<file path="src/sv/sbba_pkg.sv">
// Shared types, constants and helper functions of the slab bitmap block allocator.
package sbba_pkg;

    // Slab geometry
    localparam int MAX_BLOCKS  = 512;
    localparam int WORD_BITS   = 64;
    localparam int MAP_WORDS   = MAX_BLOCKS / WORD_BITS;
    localparam int WORD_IDX_W  = $clog2(MAP_WORDS);
    localparam int BIT_IDX_W   = $clog2(WORD_BITS);
    localparam int BLK_IDX_W   = $clog2(MAX_BLOCKS);

    // Field widths
    localparam int KIND_W      = 2;
    localparam int STATUS_W    = 3;
    localparam int CAP_W       = 10;
    localparam int BSZ_W       = 13;
    localparam int OFF_W       = 16;
    localparam int ADDR_W      = 24;
    localparam int CFG_IDX_W   = 2;
    localparam int CFG_DATA_W  = 16;

    // Sequencer step counts
    localparam int DIV_STEPS   = ADDR_W;
    localparam int MUL_STEPS   = BLK_IDX_W;
    localparam int CNT_W       = $clog2(DIV_STEPS);
    localparam int AU_W        = ADDR_W + 1;

    // Register reset values
    localparam int CAP_RESET     = 512;
    localparam int CAP_RESET_EFF = (CAP_RESET > MAX_BLOCKS) ? MAX_BLOCKS : CAP_RESET;
    localparam int BSZ_RESET     = 64;
    localparam int OFF_RESET     = 64;

    typedef enum logic [KIND_W-1:0] {
        KIND_ALLOC = 2'd0,
        KIND_FREE  = 2'd1,
        KIND_INIT  = 2'd2
    } t_kind;

    typedef enum logic [STATUS_W-1:0] {
        ST_OK        = 3'd0,
        ST_FULL      = 3'd1,
        ST_BEFORE    = 3'd2,
        ST_MISALIGN  = 3'd3,
        ST_RANGE     = 3'd4,
        ST_DOUBLE    = 3'd5
    } t_status;

    typedef enum logic [CFG_IDX_W-1:0] {
        CFG_CAPACITY    = 2'd0,
        CFG_BLOCK_BYTES = 2'd1,
        CFG_DATA_OFFSET = 2'd2
    } t_cfg_reg;

    typedef enum logic [2:0] {
        S_IDLE,
        S_SCAN,
        S_MUL,
        S_OFFS,
        S_DIV,
        S_CHECK,
        S_INIT,
        S_RESP
    } t_state;

    typedef struct packed {
        t_kind              kind;
        logic [ADDR_W-1:0]  free_addr;
    } t_in;

    typedef struct packed {
        t_status            status;
        logic [ADDR_W-1:0]  block_addr;
        logic [CAP_W-1:0]   free_blocks;
        logic               slab_empty;
    } t_out;

    // Bits of map word w that lie below the capacity
    function automatic logic [WORD_BITS-1:0] word_limit(
        input logic [CAP_W-1:0]      cap,
        input logic [WORD_IDX_W-1:0] w
    );
        logic [CAP_W-BIT_IDX_W-1:0] hi;
        logic [BIT_IDX_W-1:0]       lo;
        logic [WORD_BITS-1:0]       m;
        hi = cap[CAP_W-1:BIT_IDX_W];
        lo = cap[BIT_IDX_W-1:0];
        if (hi > (CAP_W-BIT_IDX_W)'(w)) begin
            m = '1;
        end else if (hi == (CAP_W-BIT_IDX_W)'(w)) begin
            m = (WORD_BITS'(1) << lo) - WORD_BITS'(1);
        end else begin
            m = '0;
        end
        return m;
    endfunction

    // Position of the lowest set bit of a map word
    function automatic logic [BIT_IDX_W-1:0] lowest_set(input logic [WORD_BITS-1:0] v);
        logic [BIT_IDX_W-1:0] pos;
        pos = '0;
        for (int i = WORD_BITS - 1; i >= 0; i--) begin
            if (v[i]) begin
                pos = BIT_IDX_W'(i);
            end
        end
        return pos;
    endfunction

endpackage

</file>
<file path="src/sv/slab_bitmap_block_allocator.sv">
// Top level of the slab bitmap block allocator: sequencer, shared adder and free bitmap.
//
//  channel | signals                                  | payload
//  --------+------------------------------------------+---------------------------------
//  in      | i_in_valid / o_in_ready, i_in_data       | kind, free_addr
//  out     | o_out_valid / i_out_ready, o_out_data    | status, block_addr, free_blocks,
//          |                                          | slab_empty
//  cfg     | i_cfg_we, i_cfg_idx, i_cfg_data          | capacity, block bytes, data offset
//
// One transaction at a time; the block is ready only in its idle state.
// Allocate: accept, up to 8 word scans, 9 shift-add steps, respond.
// Free: accept, 1 offset subtract, 24 restoring divide steps, 1 check, respond.
// Init: accept, 8 word writes, respond; MUL, OFFS, DIV share a 25-bit add/subtract unit.
// Reset (synchronous) marks every block below the reset capacity free; no clearing pass.
// A finished result waits in the output register; the next transaction is taken meanwhile.
module slab_bitmap_block_allocator (
    input  logic                        i_clk,
    input  logic                        i_rst_n,
    input  logic                        i_in_valid,
    output logic                        o_in_ready,
    input  sbba_pkg::t_in               i_in_data,
    output logic                        o_out_valid,
    input  logic                        i_out_ready,
    output sbba_pkg::t_out              o_out_data,
    input  logic                        i_cfg_we,
    input  logic [sbba_pkg::CFG_IDX_W-1:0]  i_cfg_idx,
    input  logic [sbba_pkg::CFG_DATA_W-1:0] i_cfg_data
);
    import sbba_pkg::*;

    // State and datapath registers
    t_state                 r_state, n_state;
    logic [WORD_IDX_W-1:0]  r_word, n_word;
    logic [BLK_IDX_W-1:0]   r_idx, n_idx;
    logic [CNT_W-1:0]       r_cnt, n_cnt;
    logic [ADDR_W-1:0]      r_acc, n_acc;
    logic [ADDR_W-1:0]      r_mcand, n_mcand;
    logic [ADDR_W-1:0]      r_quo, n_quo;
    logic [BSZ_W-1:0]       r_part, n_part;
    t_status                r_status, n_status;
    logic [WORD_BITS-1:0]   r_free_map [MAP_WORDS];
    logic [WORD_BITS-1:0]   n_free_map [MAP_WORDS];
    logic [CAP_W-1:0]       r_free_total, n_free_total;
    logic [CAP_W-1:0]       r_cap;
    logic [BSZ_W-1:0]       r_bsz;
    logic [OFF_W-1:0]       r_doff;
    logic                   r_out_valid, n_out_valid;
    t_out                   r_out_data, n_out_data;

    // Derived configuration
    logic [CAP_W-1:0]       cap_eff;
    logic [BSZ_W-1:0]       bsz_eff;

    // Shared add/subtract unit
    logic [AU_W-1:0]        au_a, au_b, au_res;
    logic                   au_sub;

    // Scan and divide helpers
    logic [WORD_BITS-1:0]   scan_word;
    logic [BIT_IDX_W-1:0]   scan_pos;
    logic [BSZ_W:0]         part_sh;
    logic [WORD_BITS-1:0]   chk_word;
    logic [BIT_IDX_W-1:0]   chk_bit;
    logic [WORD_IDX_W-1:0]  chk_wsel;
    logic                   in_fire;
    logic                   out_load;

    assign cap_eff = (r_cap > CAP_W'(MAX_BLOCKS)) ? CAP_W'(MAX_BLOCKS) : r_cap;
    assign bsz_eff = (r_bsz == '0) ? BSZ_W'(1) : r_bsz;

    assign o_in_ready  = (r_state == S_IDLE);
    assign in_fire     = i_in_valid && o_in_ready;
    assign o_out_valid = r_out_valid;
    assign o_out_data  = r_out_data;

    assign scan_word = r_free_map[r_word] & word_limit(cap_eff, r_word);
    assign scan_pos  = lowest_set(scan_word);
    assign part_sh   = {r_part, r_quo[ADDR_W-1]};
    assign chk_wsel  = r_quo[BLK_IDX_W-1:BIT_IDX_W];
    assign chk_bit   = r_quo[BIT_IDX_W-1:0];
    assign chk_word  = r_free_map[chk_wsel];

    // Pick the operands of the shared unit for the current step
    always_comb begin
        au_a   = AU_W'(r_acc);
        au_b   = AU_W'(r_mcand);
        au_sub = 1'b0;
        unique case (r_state)
            S_OFFS: begin
                au_a   = AU_W'(r_quo);
                au_b   = AU_W'(r_doff);
                au_sub = 1'b1;
            end
            S_DIV: begin
                au_a   = AU_W'(part_sh);
                au_b   = AU_W'(bsz_eff);
                au_sub = 1'b1;
            end
            default: begin
            end
        endcase
    end

    assign au_res = au_sub ? (au_a - au_b) : (au_a + au_b);

    // Sequencer: next state and register updates
    always_comb begin
        n_state      = r_state;
        n_word       = r_word;
        n_idx        = r_idx;
        n_cnt        = r_cnt;
        n_acc        = r_acc;
        n_mcand      = r_mcand;
        n_quo        = r_quo;
        n_part       = r_part;
        n_status     = r_status;
        n_free_map   = r_free_map;
        n_free_total = r_free_total;
        out_load     = 1'b0;
        n_out_valid  = r_out_valid && !i_out_ready;
        n_out_data   = r_out_data;

        unique case (r_state)
            S_IDLE: begin
                if (in_fire) begin
                    n_status = ST_OK;
                    n_acc    = '0;
                    n_word   = '0;
                    n_cnt    = '0;
                    unique case (i_in_data.kind)
                        KIND_ALLOC: begin
                            if (r_free_total == '0) begin
                                n_status = ST_FULL;
                                n_state  = S_RESP;
                            end else begin
                                n_state  = S_SCAN;
                            end
                        end
                        KIND_FREE: begin
                            n_quo   = i_in_data.free_addr;
                            n_state = S_OFFS;
                        end
                        KIND_INIT: begin
                            n_state = S_INIT;
                        end
                        default: begin
                            n_state = S_RESP;
                        end
                    endcase
                end
            end

            // Look at one bitmap word a cycle, lowest first
            S_SCAN: begin
                if (scan_word != '0) begin
                    n_free_map[r_word] = r_free_map[r_word] & ~(WORD_BITS'(1) << scan_pos);
                    n_free_total       = r_free_total - CAP_W'(1);
                    n_idx              = {r_word, scan_pos};
                    n_acc              = ADDR_W'(r_doff);
                    n_mcand            = ADDR_W'(bsz_eff);
                    n_cnt              = '0;
                    n_state            = S_MUL;
                end else if (r_word == WORD_IDX_W'(MAP_WORDS - 1)) begin
                    n_status = ST_FULL;
                    n_state  = S_RESP;
                end else begin
                    n_word = r_word + WORD_IDX_W'(1);
                end
            end

            // Shift-add: accumulate offset + index * block size, one index bit a cycle
            S_MUL: begin
                if (r_idx[0]) begin
                    n_acc = au_res[ADDR_W-1:0];
                end
                n_mcand = r_mcand << 1;
                n_idx   = r_idx >> 1;
                n_cnt   = r_cnt + CNT_W'(1);
                if (r_cnt == CNT_W'(MUL_STEPS - 1)) begin
                    n_state = S_RESP;
                end
            end

            // Subtract the data offset; a borrow means the address is before the data
            S_OFFS: begin
                if (au_res[AU_W-1]) begin
                    n_status = ST_BEFORE;
                    n_state  = S_RESP;
                end else begin
                    n_quo   = au_res[ADDR_W-1:0];
                    n_part  = '0;
                    n_cnt   = '0;
                    n_state = S_DIV;
                end
            end

            // Restoring division, one quotient bit a cycle
            S_DIV: begin
                if (au_res[AU_W-1]) begin
                    n_part = part_sh[BSZ_W-1:0];
                    n_quo  = {r_quo[ADDR_W-2:0], 1'b0};
                end else begin
                    n_part = au_res[BSZ_W-1:0];
                    n_quo  = {r_quo[ADDR_W-2:0], 1'b1};
                end
                n_cnt = r_cnt + CNT_W'(1);
                if (r_cnt == CNT_W'(DIV_STEPS - 1)) begin
                    n_state = S_CHECK;
                end
            end

            // Validate the block index and release the block
            S_CHECK: begin
                n_state = S_RESP;
                if (r_part != '0) begin
                    n_status = ST_MISALIGN;
                end else if (r_quo >= ADDR_W'(cap_eff)) begin
                    n_status = ST_RANGE;
                end else if (chk_word[chk_bit]) begin
                    n_status = ST_DOUBLE;
                end else begin
                    n_free_map[chk_wsel] = chk_word | (WORD_BITS'(1) << chk_bit);
                    n_free_total         = r_free_total + CAP_W'(1);
                end
            end

            // Rewrite the bitmap one word a cycle
            S_INIT: begin
                n_free_map[r_word] = word_limit(cap_eff, r_word);
                if (r_word == WORD_IDX_W'(MAP_WORDS - 1)) begin
                    n_free_total = cap_eff;
                    n_state      = S_RESP;
                end else begin
                    n_word = r_word + WORD_IDX_W'(1);
                end
            end

            // Hand the result to the output register once it is free
            S_RESP: begin
                if (!r_out_valid || i_out_ready) begin
                    out_load                = 1'b1;
                    n_out_valid             = 1'b1;
                    n_out_data.status       = r_status;
                    n_out_data.block_addr   = r_acc;
                    n_out_data.free_blocks  = r_free_total;
                    n_out_data.slab_empty   = (r_free_total == cap_eff);
                    n_state                 = S_IDLE;
                end
            end

            default: begin
                n_state = S_IDLE;
            end
        endcase
    end

    // State register, bitmap and configuration
    always_ff @(posedge i_clk) begin
        if (!i_rst_n) begin
            r_state      <= S_IDLE;
            r_out_valid  <= 1'b0;
            r_free_total <= CAP_W'(CAP_RESET_EFF);
            r_cap        <= CAP_W'(CAP_RESET);
            r_bsz        <= BSZ_W'(BSZ_RESET);
            r_doff       <= OFF_W'(OFF_RESET);
            for (int w = 0; w < MAP_WORDS; w++) begin
                r_free_map[w] <= word_limit(CAP_W'(CAP_RESET_EFF), WORD_IDX_W'(w));
            end
        end else begin
            r_state      <= n_state;
            r_out_valid  <= n_out_valid;
            r_free_total <= n_free_total;
            r_free_map   <= n_free_map;
            if (i_cfg_we) begin
                unique case (i_cfg_idx)
                    CFG_CAPACITY:    r_cap  <= i_cfg_data[CAP_W-1:0];
                    CFG_BLOCK_BYTES: r_bsz  <= i_cfg_data[BSZ_W-1:0];
                    CFG_DATA_OFFSET: r_doff <= i_cfg_data[OFF_W-1:0];
                    default: begin
                    end
                endcase
            end
        end
    end

    // Datapath registers
    always_ff @(posedge i_clk) begin
        r_word   <= n_word;
        r_idx    <= n_idx;
        r_cnt    <= n_cnt;
        r_acc    <= n_acc;
        r_mcand  <= n_mcand;
        r_quo    <= n_quo;
        r_part   <= n_part;
        r_status <= n_status;
        if (out_load) begin
            r_out_data <= n_out_data;
        end
    end

`ifndef NO_ASSERTIONS
    // The free count never exceeds the number of bitmap bits
    a_total_bound: assert property (@(posedge i_clk) disable iff (!i_rst_n)
        r_free_total <= CAP_W'(MAX_BLOCKS))
        else $error("free count above slab size");

    // A word scan only runs while some block is counted free
    a_scan_nonzero: assert property (@(posedge i_clk) disable iff (!i_rst_n)
        r_state == S_SCAN |-> r_free_total != '0)
        else $error("scan with zero free count");

    // Dividing leaves the free count alone
    a_div_hold: assert property (@(posedge i_clk) disable iff (!i_rst_n)
        r_state == S_DIV |=> $stable(r_free_total))
        else $error("free count moved during divide");

    // Only a successful allocation carries an address
    a_addr_zero: assert property (@(posedge i_clk) disable iff (!i_rst_n)
        (o_out_valid && o_out_data.status != ST_OK) |-> o_out_data.block_addr == '0)
        else $error("address on a failed result");
`endif

endmodule

</file>
<file path="config.mk">
export PLATFORM = sky130hd
export DESIGN_NAME = slab_bitmap_block_allocator
export DESIGN_NICKNAME = d
export VERILOG_FILES = /design/src/sv/sbba_pkg.sv /design/src/sv/slab_bitmap_block_allocator.sv
export SDC_FILE = /design/constraint.sdc
export NUM_CORES = 2
export LEC_CHECK = 0
export ABC_AREA = 1
export BUFFER_PORTS_ARGS = -buffer_cell sky130_fd_sc_hd__buf_4
export CAP_MARGIN = 20
export CORE_UTILIZATION = 38
export DETAILED_ROUTE_END_ITERATION = 16
export PLACE_DENSITY_LB_ADDON = 0.08
export RECOVER_POWER = 50
export SYNTH_ARGS = -nofsm -noshare
export SYNTH_HDL_FRONTEND = slang
export SYNTH_SLANG_ARGS = --single-unit
export TNS_END_PERCENT = 30
</file>
<file path="constraint.sdc">
create_clock -name i_clk -period 7.5 [get_ports i_clk]
set_clock_uncertainty 0.15 [all_clocks]
set_input_delay 0.375 -clock i_clk [delete_from_list [all_inputs] [get_ports i_clk]]
set_output_delay 0.375 -clock i_clk [all_outputs]
set_load 0.005 [all_outputs]
</file>
-- Word-level counts from Yosys, hierarchy flattened
Index checks and enable logic that the tools add are counted.
- add/subtract/negate cells: 7
- $lt $le $gt $ge: 8
- equal/unequal tests: 32
- shifts and indexed selects: 3
- multiplexer cells: 147
- bitwise logic cells: 6
- reductions and logical operators: 38
- operators with widths (operator ; count):
    $mux W512 ; 4
    $bwmux W512 ; 3
    $pmux W512 S3 ; 1
    $mux W64 ; 9
    $bmux W64 S3 ; 2
    $demux W64 S3 ; 2
    $mux W6 ; 64
    $shl A1 B6 Y64 const A ; 3
    $mux W24 ; 7
    $pmux W24 S2 ; 3
    $pmux W24 S3 ; 2
    $and A64 B64 Y64 ; 2
    $not A64 Y64 ; 1
    $or A64 B64 Y64 ; 1
    $reduce_bool A64 Y1 ; 1
    $sub A64 B2 Y64 const B ; 1
    $mux W10 ; 6
    $mux W3 ; 17
    $mux W13 ; 3
    $pmux W10 S3 ; 1
    $ne A2 B2 Y1 const B ; 13
    $pmux W13 S2 ; 1
    $add A25 B25 Y25 ; 1
    $mux W25 ; 1
    other kinds (50) ; 92
- bits in registers: 708
- bits of input ports: 49
- output and inout bits: 40
- logic and storage cells: 267

-- Longest topological paths before layout
- word-level depth: 77
- mapped depth: 87
- mapped depth without buffers: 85

-- Least setup slack after synthesis
No wires, ideal clock.
- path kind: reg2reg
- from: register r_state[2]
- to: register r_quo[0], enable pin
- setup time: 366 ps
- arrival time: 6616 ps
- required time: 6984 ps
- setup slack: 368 ps
- stages on the path, launching flop included: 36
- path buffers: 4
- clock period less this slack: 7132 ps
- cell sequence: dfxtp_1 > clkbuf_1 > inv_1 > nor2_1 > nor2_1 > inv_1 > clkbuf_1 > clkbuf_1 > clkbuf_1 > o21ai_0 > ha_1 > fa_1 > o21ai_0 > a21oi_1 > o21ai_0 > a21o_1 > a21oi_1 > o21ai_0 > a31oi_1 > inv_1 > a21oi_1 > o21ai_0 > a21oi_1 > o21bai_1 > a21o_1 > a21oi_1 > o21ai_0 > nand3_1 > nand2_1 > nand2_1 > a21oi_1 > o22ai_1 > nand2_1 > nand2_1 > nand2_1 > a31o_2
- longest elaborated chain between the ends: 6
- elaborated cells between the ends (all ways): 16
- classes of those cells: add/sub: 2; eq/ne: 5; mux: 4; reduce/logical: 5
- RTL lines (item ; line ; source):
    from (decl) ; slab_bitmap_block_allocator.sv:32 ; t_state r_state, n_state;
    from (signal assigned) ; slab_bitmap_block_allocator.sv:270 ; r_state <= n_state;
    $eq A3 B3 Y1 or $eq A3 B2 Y1 (tied branches) ; slab_bitmap_block_allocator.sv:88, slab_bitmap_block_allocator.sv:123 ;
    $pmux W24 S2 or $reduce_or A2 Y1 (tied branches) ; n/a ;
    $add A25 B25 Y25, or another cell as far along ; slab_bitmap_block_allocator.sv:104 ; assign au_res = au_sub ? (au_a - au_b) : (au_a + au_b);
    $mux W25 ; slab_bitmap_block_allocator.sv:104 ;
    $ne A2 B2 Y1 (no source line) ; n/a ;
    $reduce_and A4 Y1 (no source line) (*) ; n/a ;
    to (signal assigned) ; slab_bitmap_block_allocator.sv:293 ; r_quo <= n_quo;
    to (decl) ; slab_bitmap_block_allocator.sv:38 ; logic [ADDR_W-1:0] r_quo, n_quo;
Every way passes the cells marked *; elsewhere a longest branch is shown, timed or not.
A chain may end at the register's enable or synchronous reset.

==> impl_metrics.csv <==
group,metric,value,unit
route,initialDrtViolationCount,13389,
layout,layout.nets,10147,
layout,drive_above_1_share,0.154,
timing,hold_violations,0,
placement,portBuffers,88,
setup_path,cp_slowest_cell,"nor3_4",
global_route,grt.total_usage,0.475,
synth,synth-async-reset-ratio,0,
route,vias,81462,
synth,postSynthAreaPerCell,6.14,um^2
synth,ys_seq_area_frac,0.261,
min_path,hold_path.class,"in2reg",
floorplanning,die_h,399,um
setup_path,max_stage_delay,410,ps
synth,yosys_warnings,0,
synth,yosysTopAreaCell,"nand2_1",
timing,slew-limit-headroom,-0.977,
route,wl,397,mm
pwr,ir_drop,0.000252,V
pwr,powerDensity,429,mW/mm^2
timing,rsz0062_at_grt,"yes",
synth,synth_area,0.0599,mm^2
setup_path,critPathCaptureType,"register",
clock_tree,clk_latency,790,ps
clock_tree,path_clk_slew,60,ps
timing,final_max_slew_viol_count,89,
min_path,worstHoldStart,"i_in_valid",
route,drtPass1Iterations,10,
setup_path,worstPathArrival,7930,ps
floorplanning,rows,145,
clock_tree,clockRootBuffer,"clkbuf_16",
clock_tree,htree_levels,3,
clock_tree,cts_tree,"yes",
setup_path,crit_top_cell,"nand2_1",
layout,synthToLayoutAreaGrowth,22.3,%
clock_tree,cts_buffers,95,
clock_tree,cts_sinks,708,
status,outcome,"complete, but fails checks",
synth,synth_cell_type_count,70,
timing,whs,87.3,ps
placement,hpwl,244,mm
timing,tightest_slew,2970,ps
setup_path,crit_type,"reg2reg",
synth,synthTopCellsByArea,"nand2_1, dfxtp_1, a21oi_1",
global_route,grt_pass1_wl,549,mm
floorplanning,num_io_pins,89,
route,ant_nets,0,
synth,synth_edf_count,143,
global_route,grt-ovfl-total,0,
timing,setup_viol,0,
floorplanning,initial_core_util,0.383,
synth,ys.flop_type,"dfxtp_1",
status,violations,"capacitance limit, slew limit",
global_route,grt_max_degree,165,
global_route,antenna_found_initial,25,
setup_path,worst_ep_required_time,7980,ps
floorplanning,die_area,0.159,mm^2
layout,final_cell_mix,"nand2_1, a21oi_1, buf_4, inv_1, dfxtp_1",
setup_path,start_kind,"register",
timing,post-route-period-util,0.993,
route,routed_via_density,6.69,
setup_path,startpoint,"r_cap[9]$_SDFFE_PN1P_",
pwr,p_leak,31.5,nW
floorplanning,core,0.156,mm^2
setup_path,r2r-start,"r_cap[9]$_SDFFE_PN1P_",
flow_run,max_cap_violations,2,
setup_path,crit_fanout,8,
synth,synth-seq-cells,708,
floorplanning,die_w,399,um
clock_tree,cts_buffer_depth,3,
synth,syn-num-nets,9857,
placement,gp_congestion,1.05,
global_route,grt_pass1_vias,73215,
synth,syn_inst,9752,
timing,fin_ws,52.2,ps
layout,post-route-util,0.468,
route,drc_errors,0,
timing,min_period,7450,ps
route,wl_per_cell,32.5,um
synth,yosys.area.top_type_share,0.192,
layout,layout_commonest_cell,"nand2_1",
placement,post-place-ws,-322,ps
timing,max_freq,0.134,GHz
[metrics by stage]
stage               total power (W)  instances  cell area (um^2)  TNS [ps]
global route                 0.0319      12178             73200   -190410
detailed placement           0.0242      11886             67100    -12600
CTS                          0.0292      12104             70900         0
finish                       0.0314      12183             73200         0
global placement             0.0242      11886             67100    -27420
floorplan                    0.0153       9752             59900         0
[routing by layer]
layer | GRT usage | part of all wire
met1 | 0.600 | 0.37
met2 | 0.654 | 0.39
met3 | 0.175 | 0.15
met4 | 0.350 | 0.090
met5 | 0.00242 | 0.00049
[critical path: cells and delay by family, from the launching register on]
kind / cells / cell delay (ps)
simple gates: 74 / 5790
compound gates: 1 / 190
flops: 1 / 350
buf+inv: 6 / 800
[power breakdown]
group / switching (W) / internal [W] / leakage, nW / total, W
Clock: 0.00208 / 0.00288 / 1.58 / 0.00497
Sequential: 0.000568 / 0.00476 / 5.97 / 0.00532
Combinational: 0.0151 / 0.00599 / 23.9 / 0.0211
Total: 0.0177 / 0.0136 / 31.5 / 0.0314
[cells in the mapped netlist (21+ instances only)]
cell type,count
o221ai_1,21
a32oi_1,34
o22ai_1,256
nand3_2,26
nand2_1,3069
o22a_1,67
buf_1,83
clkbuf_1,604
a22oi_1,466
o21ai_1,39
a21oi_1,1493
nand3_4,37
o211ai_1,68
ha_1,54
a31oi_1,27
o21ai_0,372
nor2_1,322
nor3_1,36
or2_2,33
edfxtp_1,143
o2111ai_1,74
nand3_1,618
xor2_1,40
nand4_1,47
o21a_1,31
inv_1,693
dfxtp_1,565
buf_2,81
a221oi_1,123
[kinds of logic (layout without fill, tap and decap cells)]
family | Yosys count | after routing | share of synthesized area
DFF | 708 | 708 | 0.261
xor gates and xnor gates | 56 | 56 | 0.00819
and+or+nand+nor | 4276 | 4279 | 0.304
AOI/OAI and AO/OA | 3161 | 3161 | 0.319
other | 0 | 10 | 0
buffers and inverters | 1495 | 1855 | 0.0962
adders and majority gates | 56 | 56 | 0.0120
[what timing repair did]
action	4_1_cts	5_1_grt
buffers inserted	0	64
pin swaps	0	126
endpoints found under the setup margin	75	573
hold buffers	48	0
resized for setup	6	414
endpoints found under the hold margin	72	0
cloned	0	4
[final cells by class]
| cell class | instances | area [um^2] |
|---|---|---|
| antenna | 10 | 25.0 |
| tap | 2058 | 2570 |
| multi-input combinational | 7552 | 40500 |
| sequential | 708 | 15600 |
| clock inverter | 27 | 359 |
| fill | 16239 | 83200 |
| clock buffer | 143 | 2850 |
| inverter | 720 | 2800 |
| timing repair buffer | 965 | 8480 |
[final timing paths]
kind / endpoint / slack (ps) / cells after the start
hold reg to reg: o_out_data[37]$_DFFE_PP_ / 260 / 0
setup / recovery: register / 50 / 81
setup reg to reg: register / 50 / 81
hold / removal: r_quo[21]$_DFFE_PP_ / 90 / 3
(Power assumes the default switching activity.)
